File: src/hdl/assert_macros.svh
// Assertion macros used by the RTL top level of the grouped pointwise convolution.
// Depends on a clock named clk and an active-low reset named rst_n in scope.
`ifndef ASSERT_MACROS_SVH
`define ASSERT_MACROS_SVH

// Check a property at every rising edge, off while reset is asserted.
`define GPC_ASSERT(lbl, prop, msg) \
  lbl: assert property (@(posedge clk) disable iff (!rst_n) (prop)) else $error(msg);

// Check a property at every rising edge, reset included.
`define GPC_ASSERT_ALWAYS(lbl, prop, msg) \
  lbl: assert property (@(posedge clk) (prop)) else $error(msg);

`endif

File: src/hdl/gpc_pkg.sv
// Package of the grouped pointwise convolution: sizes, codes and helpers.
// No dependencies.
`default_nettype none

package gpc_pkg;

  localparam int MAX_GROUPS       = 8;
  localparam int MAX_CIN          = 16;
  localparam int MAX_COUT         = 64;
  localparam int MAX_LENGTH       = 4096;
  localparam int WEIGHT_DEPTH     = MAX_GROUPS * MAX_COUT * MAX_CIN;
  localparam int BIAS_DEPTH       = MAX_GROUPS * MAX_COUT;
  localparam int WADDR_W          = $clog2(WEIGHT_DEPTH);
  localparam int BADDR_W          = $clog2(BIAS_DEPTH);
  localparam int ACC_W            = 38;
  localparam int DST_W            = 21;

  localparam logic [1:0] OP_WEIGHT = 2'd0;
  localparam logic [1:0] OP_BIAS   = 2'd1;
  localparam logic [1:0] OP_SAMPLE = 2'd2;
  localparam logic [1:0] OP_UNUSED = 2'd3;

  localparam logic [1:0] SEC_DT = 2'd0;
  localparam logic [1:0] SEC_B  = 2'd1;
  localparam logic [1:0] SEC_C  = 2'd2;

  localparam logic [2:0] REG_CPG  = 3'd0;
  localparam logic [2:0] REG_GRP  = 3'd1;
  localparam logic [2:0] REG_LEN  = 3'd2;
  localparam logic [2:0] REG_DT   = 3'd3;
  localparam logic [2:0] REG_ST   = 3'd4;
  localparam logic [2:0] REG_BIAS = 3'd5;

  // Clamp the accumulator to the signed 32-bit range.
  function automatic logic signed [31:0] sat32(input logic signed [ACC_W-1:0] v);
    logic signed [ACC_W-1:0] hi;
    logic signed [ACC_W-1:0] lo;
    hi = ACC_W'(32'sh7FFF_FFFF);
    lo = -(ACC_W'(33'sh0_8000_0000));
    if (v > hi) begin
      return 32'sh7FFF_FFFF;
    end else if (v < lo) begin
      return 32'sh8000_0000;
    end else begin
      return v[31:0];
    end
  endfunction

endpackage

`default_nettype wire

File: src/hdl/gpc_cell.sv
// One cell of the activation chain: holds one sample, loads from the input
// channel or takes its neighbor's sample on a shift. Uses gpc_pkg.
`default_nettype none

module gpc_cell
  import gpc_pkg::*;
(
  input  wire logic               clk,
  input  wire logic               load,
  input  wire logic signed [15:0] load_data,
  input  wire logic               shift,
  input  wire logic signed [15:0] nbr_data,
  output logic signed [15:0]      data
);

  logic signed [15:0] data_r;

  always_ff @(posedge clk) begin
    if (load) begin
      data_r <= load_data;
    end else if (shift) begin
      data_r <= nbr_data;
    end
  end

  assign data = data_r;

endmodule

`default_nettype wire

File: config.mk
export PLATFORM = sky130hd
export DESIGN_NAME = gpc_cell
export DESIGN_NICKNAME = d
export VERILOG_FILES = /design/src/hdl/assert_macros.svh /design/src/hdl/gpc_pkg.sv /design/src/hdl/gpc_cell.sv
export SDC_FILE = /design/constraint.sdc
export NUM_CORES = 1
export LEC_CHECK = 0
export BUFFER_PORTS_ARGS = -buffer_cell sky130_fd_sc_hd__buf_2
export CAP_MARGIN = 20
export CORE_MARGIN = 3
export CORE_UTILIZATION = 39
export CTS_CLUSTER_DIAMETER = 100
export CTS_CLUSTER_SIZE = 16
export DETAILED_ROUTE_END_ITERATION = 10
export PLACE_DENSITY = 0.77
export RECOVER_POWER = 25
export SYNTH_ARGS = -nofsm -noshare
export SYNTH_HDL_FRONTEND = slang
export SYNTH_SLANG_ARGS = --single-unit
File: constraint.sdc
create_clock -name clk -period 1.4 [get_ports clk]
set_clock_uncertainty 0.1 [all_clocks]
set_input_delay 0 -clock clk [delete_from_list [all_inputs] [get_ports clk]]
set_output_delay 0 -clock clk [all_outputs]
set_load 0.1 [all_outputs]
==> qor.txt, run 1 <==
Wire length of the first global-routing pass - 3.284 mm
Slew @ Worst Pin - 0.8254 ns
GRT busiest layer - met2
Clock tree from TritonCTS - built
Input/output buffers - 50
Worst vdd ir - 0.7445 mV
Vertical extent of the die - 49.32 um
Global-route met1 utilization - 16.34%
Placement Setup Slack - 0.2906 ns
Top Family by Delay on Critical Path - buffers and inverters
Post-route antenna net violation count - 0
Final worst slack - 0.2342 ns
Number of clock sinks - 16
Delay of the slowest cell on the worst path - 0.62 ns
Run status - finished, final reports clean
Overall overflow remaining after global route - 0
Final #Nets - 158
HPWL reported at the end of detailed placement - 1.115 mm
Final count of negative-setup-slack endpoints - 0
Number of nets in the synthesized netlist - 70
Drt initial violations - 11
Worst hold path class - input port to register
Share of the clock period used by the worst path - 83.27%
Max reg flops - 16
Highest net fanout along the worst path - 16
Largest net degree at the start of global routing - 17
Number of H-tree levels - 1
Sequential fraction of the synthesis area - 65.64%
Critical path cell sequence - clkbuf_2, or2_1, clkbuf_1
RSZ-0062 raised after global routing - false
Number of gates resized after cts - 0
Die outline area - 0.002432 mm^2
Clock-pin slew on the worst setup and hold paths - 0.08 ns
Crit path arrival time - 0.97 ns
Global routing usage on met3 - 3.670%
Count of mapped cells out of synthesis - 35
Post-route DRC violation count - 0
Reported max-cap violation count - 0
Synth-to-layout area growth - 83.59%
Met2 track demand over resource - 37.72%
Hold violation count in the final report - 0
Pwr Density - 1084 mW/mm^2
Die span in x - 49.32 um
Initial antenna violation count - 0
DR vias/cell - 4.349
Std cell rows - 15
Overall track demand over capacity in global routing - 18.36%
Number of iterations in the first detailed-routing pass - 4
Cell area after synthesis - 732.0 um^2
Category of the worst setup path launch point - input port
Worst path buffer plus inverter count - 2
WP data required - 1.21 ns
Effective utilization at floorplan - 41.94%
Count of inserted antenna diode cells - 0
Setup Fix Bufs, Post-CTS - 0
Routability congestion estimate - 0.6606
Placeable core region - 0.001745 mm^2
Type of the worst setup path - input port to register
Synthesis Warnings - 0
Buffer depth of the longest clock path - 2
Critical-path top delay cell - clkbuf_1
Average size of a mapped cell - 20.91 um^2
Num CTS Buffers - 3
Synthesized flop and latch total - 16
Average wire per standard cell - 13.92 um
Count of different cell masters after synthesis - 6
Static Leak - 0.6214 nW
Number of max-slew violations in the final report - 0
Fraction of final layout cells sized beyond drive strength 1 - 58.68%
Critical path endpoint category - register
Clock period minus worst slack - 1.166 ns
Vias post-DR - 635
Post-Route Setup TNS - 0 ns
Root buffer cell - clkbuf_4
# hold bufs at CTS - 32
Maximum frequency from static timing analysis - 857.8 MHz
Vias in the first global route - 721
I/O Pins - 51
Overall routed net length - 2.033 mm
Headroom to the max-slew limit - 44.97%
-- worst paths after layout --
check,startpoint,end,slack [ns],cells past startpoint
worst max-delay path,load,data[1]$_DFFE_PP_,0.23,3
worst min-delay path,load,data[9]$_DFFE_PP_,0.13,2
-- metrics by stage --
step	hold slack [ns]	std cells	power [mW]	util (%)	area, um^2
4_1_cts	0.1008	146	1.463	77.20	1348
6_report	0.1299	146	1.457	76.99	1344
2_1_floorplan	0.1175	35	1.072	-	732.0
5_1_grt	0.1379	146	1.512	76.99	1344
3_5_place_dp	0.2052	111	1.170	57.56	1005
3_3_place_gp	0.2036	111	1.164	57.56	1005
-- Yosys cell counts --
| cell | n | area [um^2] |
|---|---|---|
| buf_12 | 1 | 20.02 |
| buf_6 | 1 | 11.26 |
| mux2_2 | 7 | 78.83 |
| edfxtp_1 | 16 | 480.5 |
| mux2_4 | 9 | 135.1 |
| or2_1 | 1 | 6.260 |
-- cell usage in the layout (no fill, tap or decap) --
master         count
buf_4              2
or2_1              1
clkbuf_4           3
buf_2             49
edfxtp_1          16
dlygate4sd3_1     32
clkbuf_1           1
mux2_2             7
clkbuf_2           1
mux2_4             9
-- routing by layer --
layer / up-vias / wire (um)
met5: - / 0
met3: 4 / 175
li1: 308 / -
met2: 44 / 1145
met1: 279 / 683
met4: 0 / 29
-- logic make-up after synthesis --
group / after synthesis / share of synthesized area, %
muxes: 16 / 29.23
and+or+nand+nor: 1 / 0.8552
DFF: 16 / 65.64
buffers and inverters: 2 / 4.274
-- final cells by class --
type / count / area [um^2]
Timing Repair Buffer: 85 / 589.3
Sequential cell: 16 / 480.5
Fill cell: 105 / 401.6
Multi-Input combinational cell: 17 / 220.2
Tap cell: 25 / 31.28
Clock buffer: 3 / 22.52
-- report_power, final --
group | total, mW | internal [mW] | switching [mW]
Combinational | 0.630 | 0.173 | 0.457
Sequential | 0.599 | 0.588 | 0.0114
Clock | 0.228 | 0.0996 | 0.128
Power figures use the tool's default switching activity.
==> inputs of run 2 (changes only) <==
--- a/config.mk
+++ b/config.mk
@@ -8,11 +8,11 @@
 export BUFFER_PORTS_ARGS = -buffer_cell sky130_fd_sc_hd__buf_2
 export CAP_MARGIN = 20
 export CORE_MARGIN = 3
-export CORE_UTILIZATION = 39
+export CORE_UTILIZATION = 35
 export CTS_CLUSTER_DIAMETER = 100
 export CTS_CLUSTER_SIZE = 16
 export DETAILED_ROUTE_END_ITERATION = 10
-export PLACE_DENSITY = 0.77
+export PLACE_DENSITY = 0.74
 export RECOVER_POWER = 25
 export SYNTH_ARGS = -nofsm -noshare
 export SYNTH_HDL_FRONTEND = slang
==> constraint.sdc (replaced) <==
create_clock -name clk -period 1 [get_ports clk]
set_clock_uncertainty 0.1 [all_clocks]
set_input_delay 0 -clock clk [delete_from_list [all_inputs] [get_ports clk]]
set_output_delay 0 -clock clk [all_outputs]
set_load 0.1 [all_outputs]
==> qor.txt, run 2 (synthesis results as in run 1) <==
Buffer depth of the longest clock path - 2 (unchanged)
Overall routed net length - 2.478 mm (+22%)
Number of max-slew violations in the final report - 0 (unchanged)
Critical-path top delay cell - edfxtp_1
Post-route antenna net violation count - 0 (unchanged)
Number of H-tree levels - 1 (unchanged)
Root buffer cell - clkbuf_4
Pwr Density - 1483 mW/mm^2 (+37%)
Setup Fix Bufs, Post-CTS - 0 (unchanged)
Headroom to the max-slew limit - 74.71% (+30 points)
DR vias/cell - 4.586 (+5.4%)
Std cell rows - 15 (unchanged)
Fillers - 92 (-12%)
Drt initial violations - 14 (+3)
Share of the clock period used by the worst path - 106.0%
I/O Pins - 51 (unchanged)
Overall overflow remaining after global route - 0 (unchanged)
Most common cell after layout, fill and taps aside - buf_2
Critical path cell sequence - buf_12
Worst path buffer plus inverter count - 1 (-1)
Worst vdd ir - 1.113 mV (+49%)
Wire length of the first global-routing pass - 3.877 mm (+18%)
Placeable core region - 0.001839 mm^2 (+5.4%)
Vias in the first global route - 747 (+3.6%)
Number of clock sinks - 16 (unchanged)
Worst Hold Path EP - data[13]$_DFFE_PP_
Die span in x - 51.73 um (+4.9%)
Final count of negative-setup-slack endpoints - 10 (+10)
Vertical extent of the die - 51.73 um (+4.9%)
Overall track demand over capacity in global routing - 20.20% (+1.8 points)
Die outline area - 0.002676 mm^2 (+10%)
Crit path arrival time - 0.96 ns (about the same)
Num CTS Buffers - 3 (unchanged)
Run status - complete, but fails checks
HPWL reported at the end of detailed placement - 1.519 mm (+36%)
Fraction of final layout cells sized beyond drive strength 1 - 59.17% (+0.49 points)
Clock period minus worst slack - 1.060 ns
Type of the worst setup path - register to primary output
Total power draw - 2.345 mW (+61%)
Smallest hold slack - 0.1412 ns (+0.01137 ns)
Slew @ Worst Pin - 0.3793 ns (-0.4461 ns)
WHS Path Cells - 3 (+1)
Clock-pin slew on the worst setup and hold paths - 0.09 ns (about the same)
Clock tree from TritonCTS - built
WP data required - 0.90 ns (-0.31 ns)
Failing checks - setup timing
Critical path endpoint category - primary output
Vias post-DR - 665 (+4.7%)
Final #Nets - 157 (-0.63%)
Average wire per standard cell - 17.09 um (+23%)
Reported max-cap violation count - 0 (unchanged)
Routability congestion estimate - 0.6878 (+4.1%)
Top Family by Delay on Critical Path - flip-flops
Delay of the slowest cell on the worst path - 0.47 ns (-0.15 ns)
Final worst slack - -0.05961 ns (-0.2938 ns)
Initial antenna violation count - 0 (unchanged)
Maximum frequency from static timing analysis - 943.7 MHz
Largest net degree at the start of global routing - 17 (unchanged)
Max reg flops - 16 (unchanged)
Effective utilization at floorplan - 39.80% (-2.1 points)
Number of iterations in the first detailed-routing pass - 4 (unchanged)
Category of the worst setup path launch point - register
Highest net fanout along the worst path - 1 (-15)
Input/output buffers - 50 (unchanged)
Leading cell types in the layout, fill and taps excluded - 33 x buf_2, 31 x dlygate4sd3_1, 16 x edfxtp_1, 16 x buf_12, 9 x mux2_4
Count of inserted antenna diode cells - 0 (unchanged)
Synth-to-layout area growth - 116.1%
RSZ-0062 raised after global routing - true
Worst hold path class - input port to register
Static Leak - 0.7139 nW (+15%)
Hold wc startpoint - load_data[13]
Post-route DRC violation count - 0 (unchanged)
Hold violation count in the final report - 0 (unchanged)
==> run 2: cell types whose count changed in the layout (fill, tap and decap cells not counted), sizes merged <==
| cell | change |
|---|---|
| buf | -1 |
| dlygate4sd3 | -1 |
| dlymetal6s4s | +1 |
==> run 2: cell type report <==
cell class | instances | area (um^2) | area share (%)
clock buffer | 3 | 22.52 | 1.424
sequential | 16 | 480.5 | 30.38
multi-input combinational | 17 | 220.2 | 13.92
timing repair buffer | 84 | 827.0 | 52.29
tap | 25 | 31.28 | 1.978
==> run 2: repair_timing <==
action	in CTS	in global routing
endpoints found under the hold margin	16	0
hold buffers	32	0
setup endpoints to repair	6	17
gates resized for setup	0	1
==> run 2: worst max path at each step <==
stage / startpoint / end / cells past startpoint
5_1_grt: data[14]$_DFFE_PP_ / data[14] / 1
2_1_floorplan: data[0]$_DFFE_PP_ / data[0] / 0
3_3_place_gp: load / data[13]$_DFFE_PP_ / 3
6_report: data[14]$_DFFE_PP_ / data[14] / 1
3_5_place_dp: load / data[13]$_DFFE_PP_ / 3
4_1_cts: data[3]$_DFFE_PP_ / data[3] / 1
==> run 2: power by group <==
group | switching (mW) | total [mW] | internal [mW]
Clock | 0.200 | 0.340 | 0.140
Combinational | 0.649 | 1.11 | 0.464
Sequential | 0.0650 | 0.893 | 0.828
Total | 0.914 | 2.35 | 1.43
==> run 2: per-stage QoR <==
step / instance area, um^2 / TNS, ns / worst slack [ns] / instances / utilization (%)
after floorplan: 734.5 / -0.06428 / -0.004017 / 35 / -
after global placement: 1252 / 0 / 0.02600 / 110 / 68.10
after detailed placement: 1252 / 0 / 0.007790 / 110 / 68.10
after CTS: 1595 / -0.02864 / -0.008389 / 145 / 86.73
after global routing: 1582 / -0.6844 / -0.07409 / 145 / 85.99
final: 1582 / -0.1514 / -0.05961 / 145 / 85.99
==> run 2: routing by layer <==
metal | part of all wire [%] | global-route usage [%] | up-vias
li1 | - | - | 308
met1 | 38 | 23.80 | 318
met2 | 52 | 34.75 | 33
met3 | 6.3 | 6.017 | 6
met4 | 2.9 | 6.987 | 0
met5 | 0 | 0 | -
==> inputs of run 3 (changes only) <==
--- a/config.mk
+++ b/config.mk
@@ -5,8 +5,10 @@
 export SDC_FILE = /design/constraint.sdc
 export NUM_CORES = 1
 export LEC_CHECK = 0
+export ABC_CLOCK_PERIOD_IN_PS = 1000
 export BUFFER_PORTS_ARGS = -buffer_cell sky130_fd_sc_hd__buf_2
 export CAP_MARGIN = 20
+export CORE_ASPECT_RATIO = 1.2
 export CORE_MARGIN = 3
 export CORE_UTILIZATION = 35
 export CTS_CLUSTER_DIAMETER = 100
==> qor.txt, run 3 (synthesis results as in run 1) <==
Run status - complete, but fails checks
Failing checks - setup timing
Initial antenna violation count - 0 (unchanged)
Fraction of final layout cells sized beyond drive strength 1 - 59.02% (-0.15 points)
Highest net fanout along the worst path - 1 (unchanged)
Std cell rows - 17 (+2)
Category of the worst setup path launch point - register
Average wire per standard cell - 16.09 um (-5.8%)
Clock tree from TritonCTS - built
Number of max-slew violations in the final report - 0 (unchanged)
Worst vdd ir - 1.238 mV (+11%)
Largest net degree at the start of global routing - 17 (unchanged)
Worst hold path class - input port to register
Post-route antenna net violation count - 0 (unchanged)
Maximum frequency from static timing analysis - 980.6 MHz (+3.9%)
Die outline area - 0.002678 mm^2 (about the same)
Post-route DRC violation count - 0 (unchanged)
Number of clock sinks - 16 (unchanged)
Number of H-tree levels - 1 (unchanged)
Worst path buffer plus inverter count - 1 (unchanged)
Most common cell after layout, fill and taps aside - buf_2
Reported max-cap violation count - 0 (unchanged)
Share of the clock period used by the worst path - 102.0% (-4.0 points)
Vias post-DR - 645 (-3.0%)
DR vias/cell - 4.574 (-0.26%)
Input/output buffers - 50 (unchanged)
Wire length of the first global-routing pass - 3.622 mm (-6.6%)
Post-Route Setup TNS - -0.08997 ns (+0.06141 ns)
Die span in x - 47.75 um (-7.7%)
Number of iterations in the first detailed-routing pass - 3 (-1)
Type of the worst setup path - register to primary output
Delay of the slowest cell on the worst path - 0.44 ns (-0.03 ns)
Effective utilization at floorplan - 38.24% (-1.6 points)
Count of inserted antenna diode cells - 0 (unchanged)
Routability congestion estimate - 0.7137 (+3.8%)
Leading cell types in the layout, fill and taps excluded - 33 x buf_2, 29 x dlygate4sd3_1, 16 x edfxtp_1, 16 x buf_12, 9 x mux2_4
Pwr Density - 1476 mW/mm^2 (-0.49%)
Placeable core region - 0.001914 mm^2 (+4.1%)
RSZ-0062 raised after global routing - true
Static Leak - 0.7375 nW (+3.3%)
Cell count after placement - 105 (-4.5%)
Clock-pin slew on the worst setup and hold paths - 0.09 ns (about the same)
Drt initial violations - 6 (-8)
WP data required - 0.90 ns (about the same)
HPWL reported at the end of detailed placement - 1.343 mm (-12%)
Final #Nets - 158 (+0.64%)
Cell Count, Final, Fillers Out - 141 (-2.8%)
Critical path cell sequence - buf_12
Final worst slack - -0.01977 ns (+0.03984 ns)
Overall routed net length - 2.269 mm (-8.4%)
I/O Pins - 51 (unchanged)
Root buffer cell - clkbuf_4
Num CTS Buffers - 3 (unchanged)
Vias in the first global route - 742 (-0.67%)
Slew @ Worst Pin - 0.3664 ns (-0.01297 ns)
Critical-path top delay cell - edfxtp_1
Total power draw - 2.343 mW (about the same)
Overall overflow remaining after global route - 0 (unchanged)
Final count of negative-setup-slack endpoints - 11 (+1)
Max reg flops - 16 (unchanged)
Buffer depth of the longest clock path - 2 (unchanged)
Overall track demand over capacity in global routing - 19.36% (-0.84 points)
Placement Setup Slack - 0.006474 ns (-0.001316 ns)
Crit path arrival time - 0.92 ns (-0.04 ns)
Top Family by Delay on Critical Path - flip-flops
Hold violation count in the final report - 0 (unchanged)
Headroom to the max-slew limit - 75.58% (+0.87 points)
Final core area utilization - 82.94% (-3.0 points)
Vertical extent of the die - 56.10 um (+8.4%)
Clock period minus worst slack - 1.020 ns (-0.03984 ns)
Synth-to-layout area growth - 116.9%
Critical path endpoint category - primary output
run 3: cell types whose count changed in the layout (fill, tap and decap cells not counted):
cell	before	now
dlygate4sd3_1	31	29
clkinv_1	0	1
dlymetal6s4s_1	1	3
clkbuf_4	4	3
buf_4	1	2
clkbuf_2	0	1
run 3: worst paths after layout:
path | from | to | slack [ns] | cells past startpoint
max | data[0]$_DFFE_PP_ | data[0] | -0.02 | 1
min | load_data[1] | data[1]$_DFFE_PP_ | 0.15 | 3
run 3: per-stage QoR:
stage | hold WS, ns | instance area [um^2]
2_1_floorplan | 0.1175 | 734.5
3_3_place_gp | 0.2021 | 1252
3_5_place_dp | 0.2042 | 1252
4_1_cts | 0.09489 | 1599
5_1_grt | 0.1483 | 1588
6_report | 0.1454 | 1588
run 3: layout make-up:
type                    instances  area, um^2
clock buffers                   3       22.52
well taps                      19       23.77
fillers                        93       326.6
repair buffers                 85       837.1
clock inverters                 1       3.754
multi-input cells              17       220.2
flip-flops and latches         16       480.5
run 3: timing repair:
item                       CTS  global route
setup endpoints to repair   15            19
resized for setup            0             3
hold buffers                32             0
buffers inserted             0             0
hold endpoints to repair    16             0
run 3: routing by layer:
metal	GRT usage (%)	share of wire, %	vias to the layer above
met1	18.81	31	302
li1	-	-	311
met2	37.43	63	28
met4	3.846	1.9	0
met5	0	0	-
met3	4.854	4.7	4
run 3: power by group:
| group | switching, mW | leakage (nW) | internal (mW) |
|---|---|---|---|
| registers | 0.0630 | 0.163 | 0.828 |
| logic | 0.643 | 0.559 | 0.467 |
| clock network | 0.198 | 0.0154 | 0.145 |
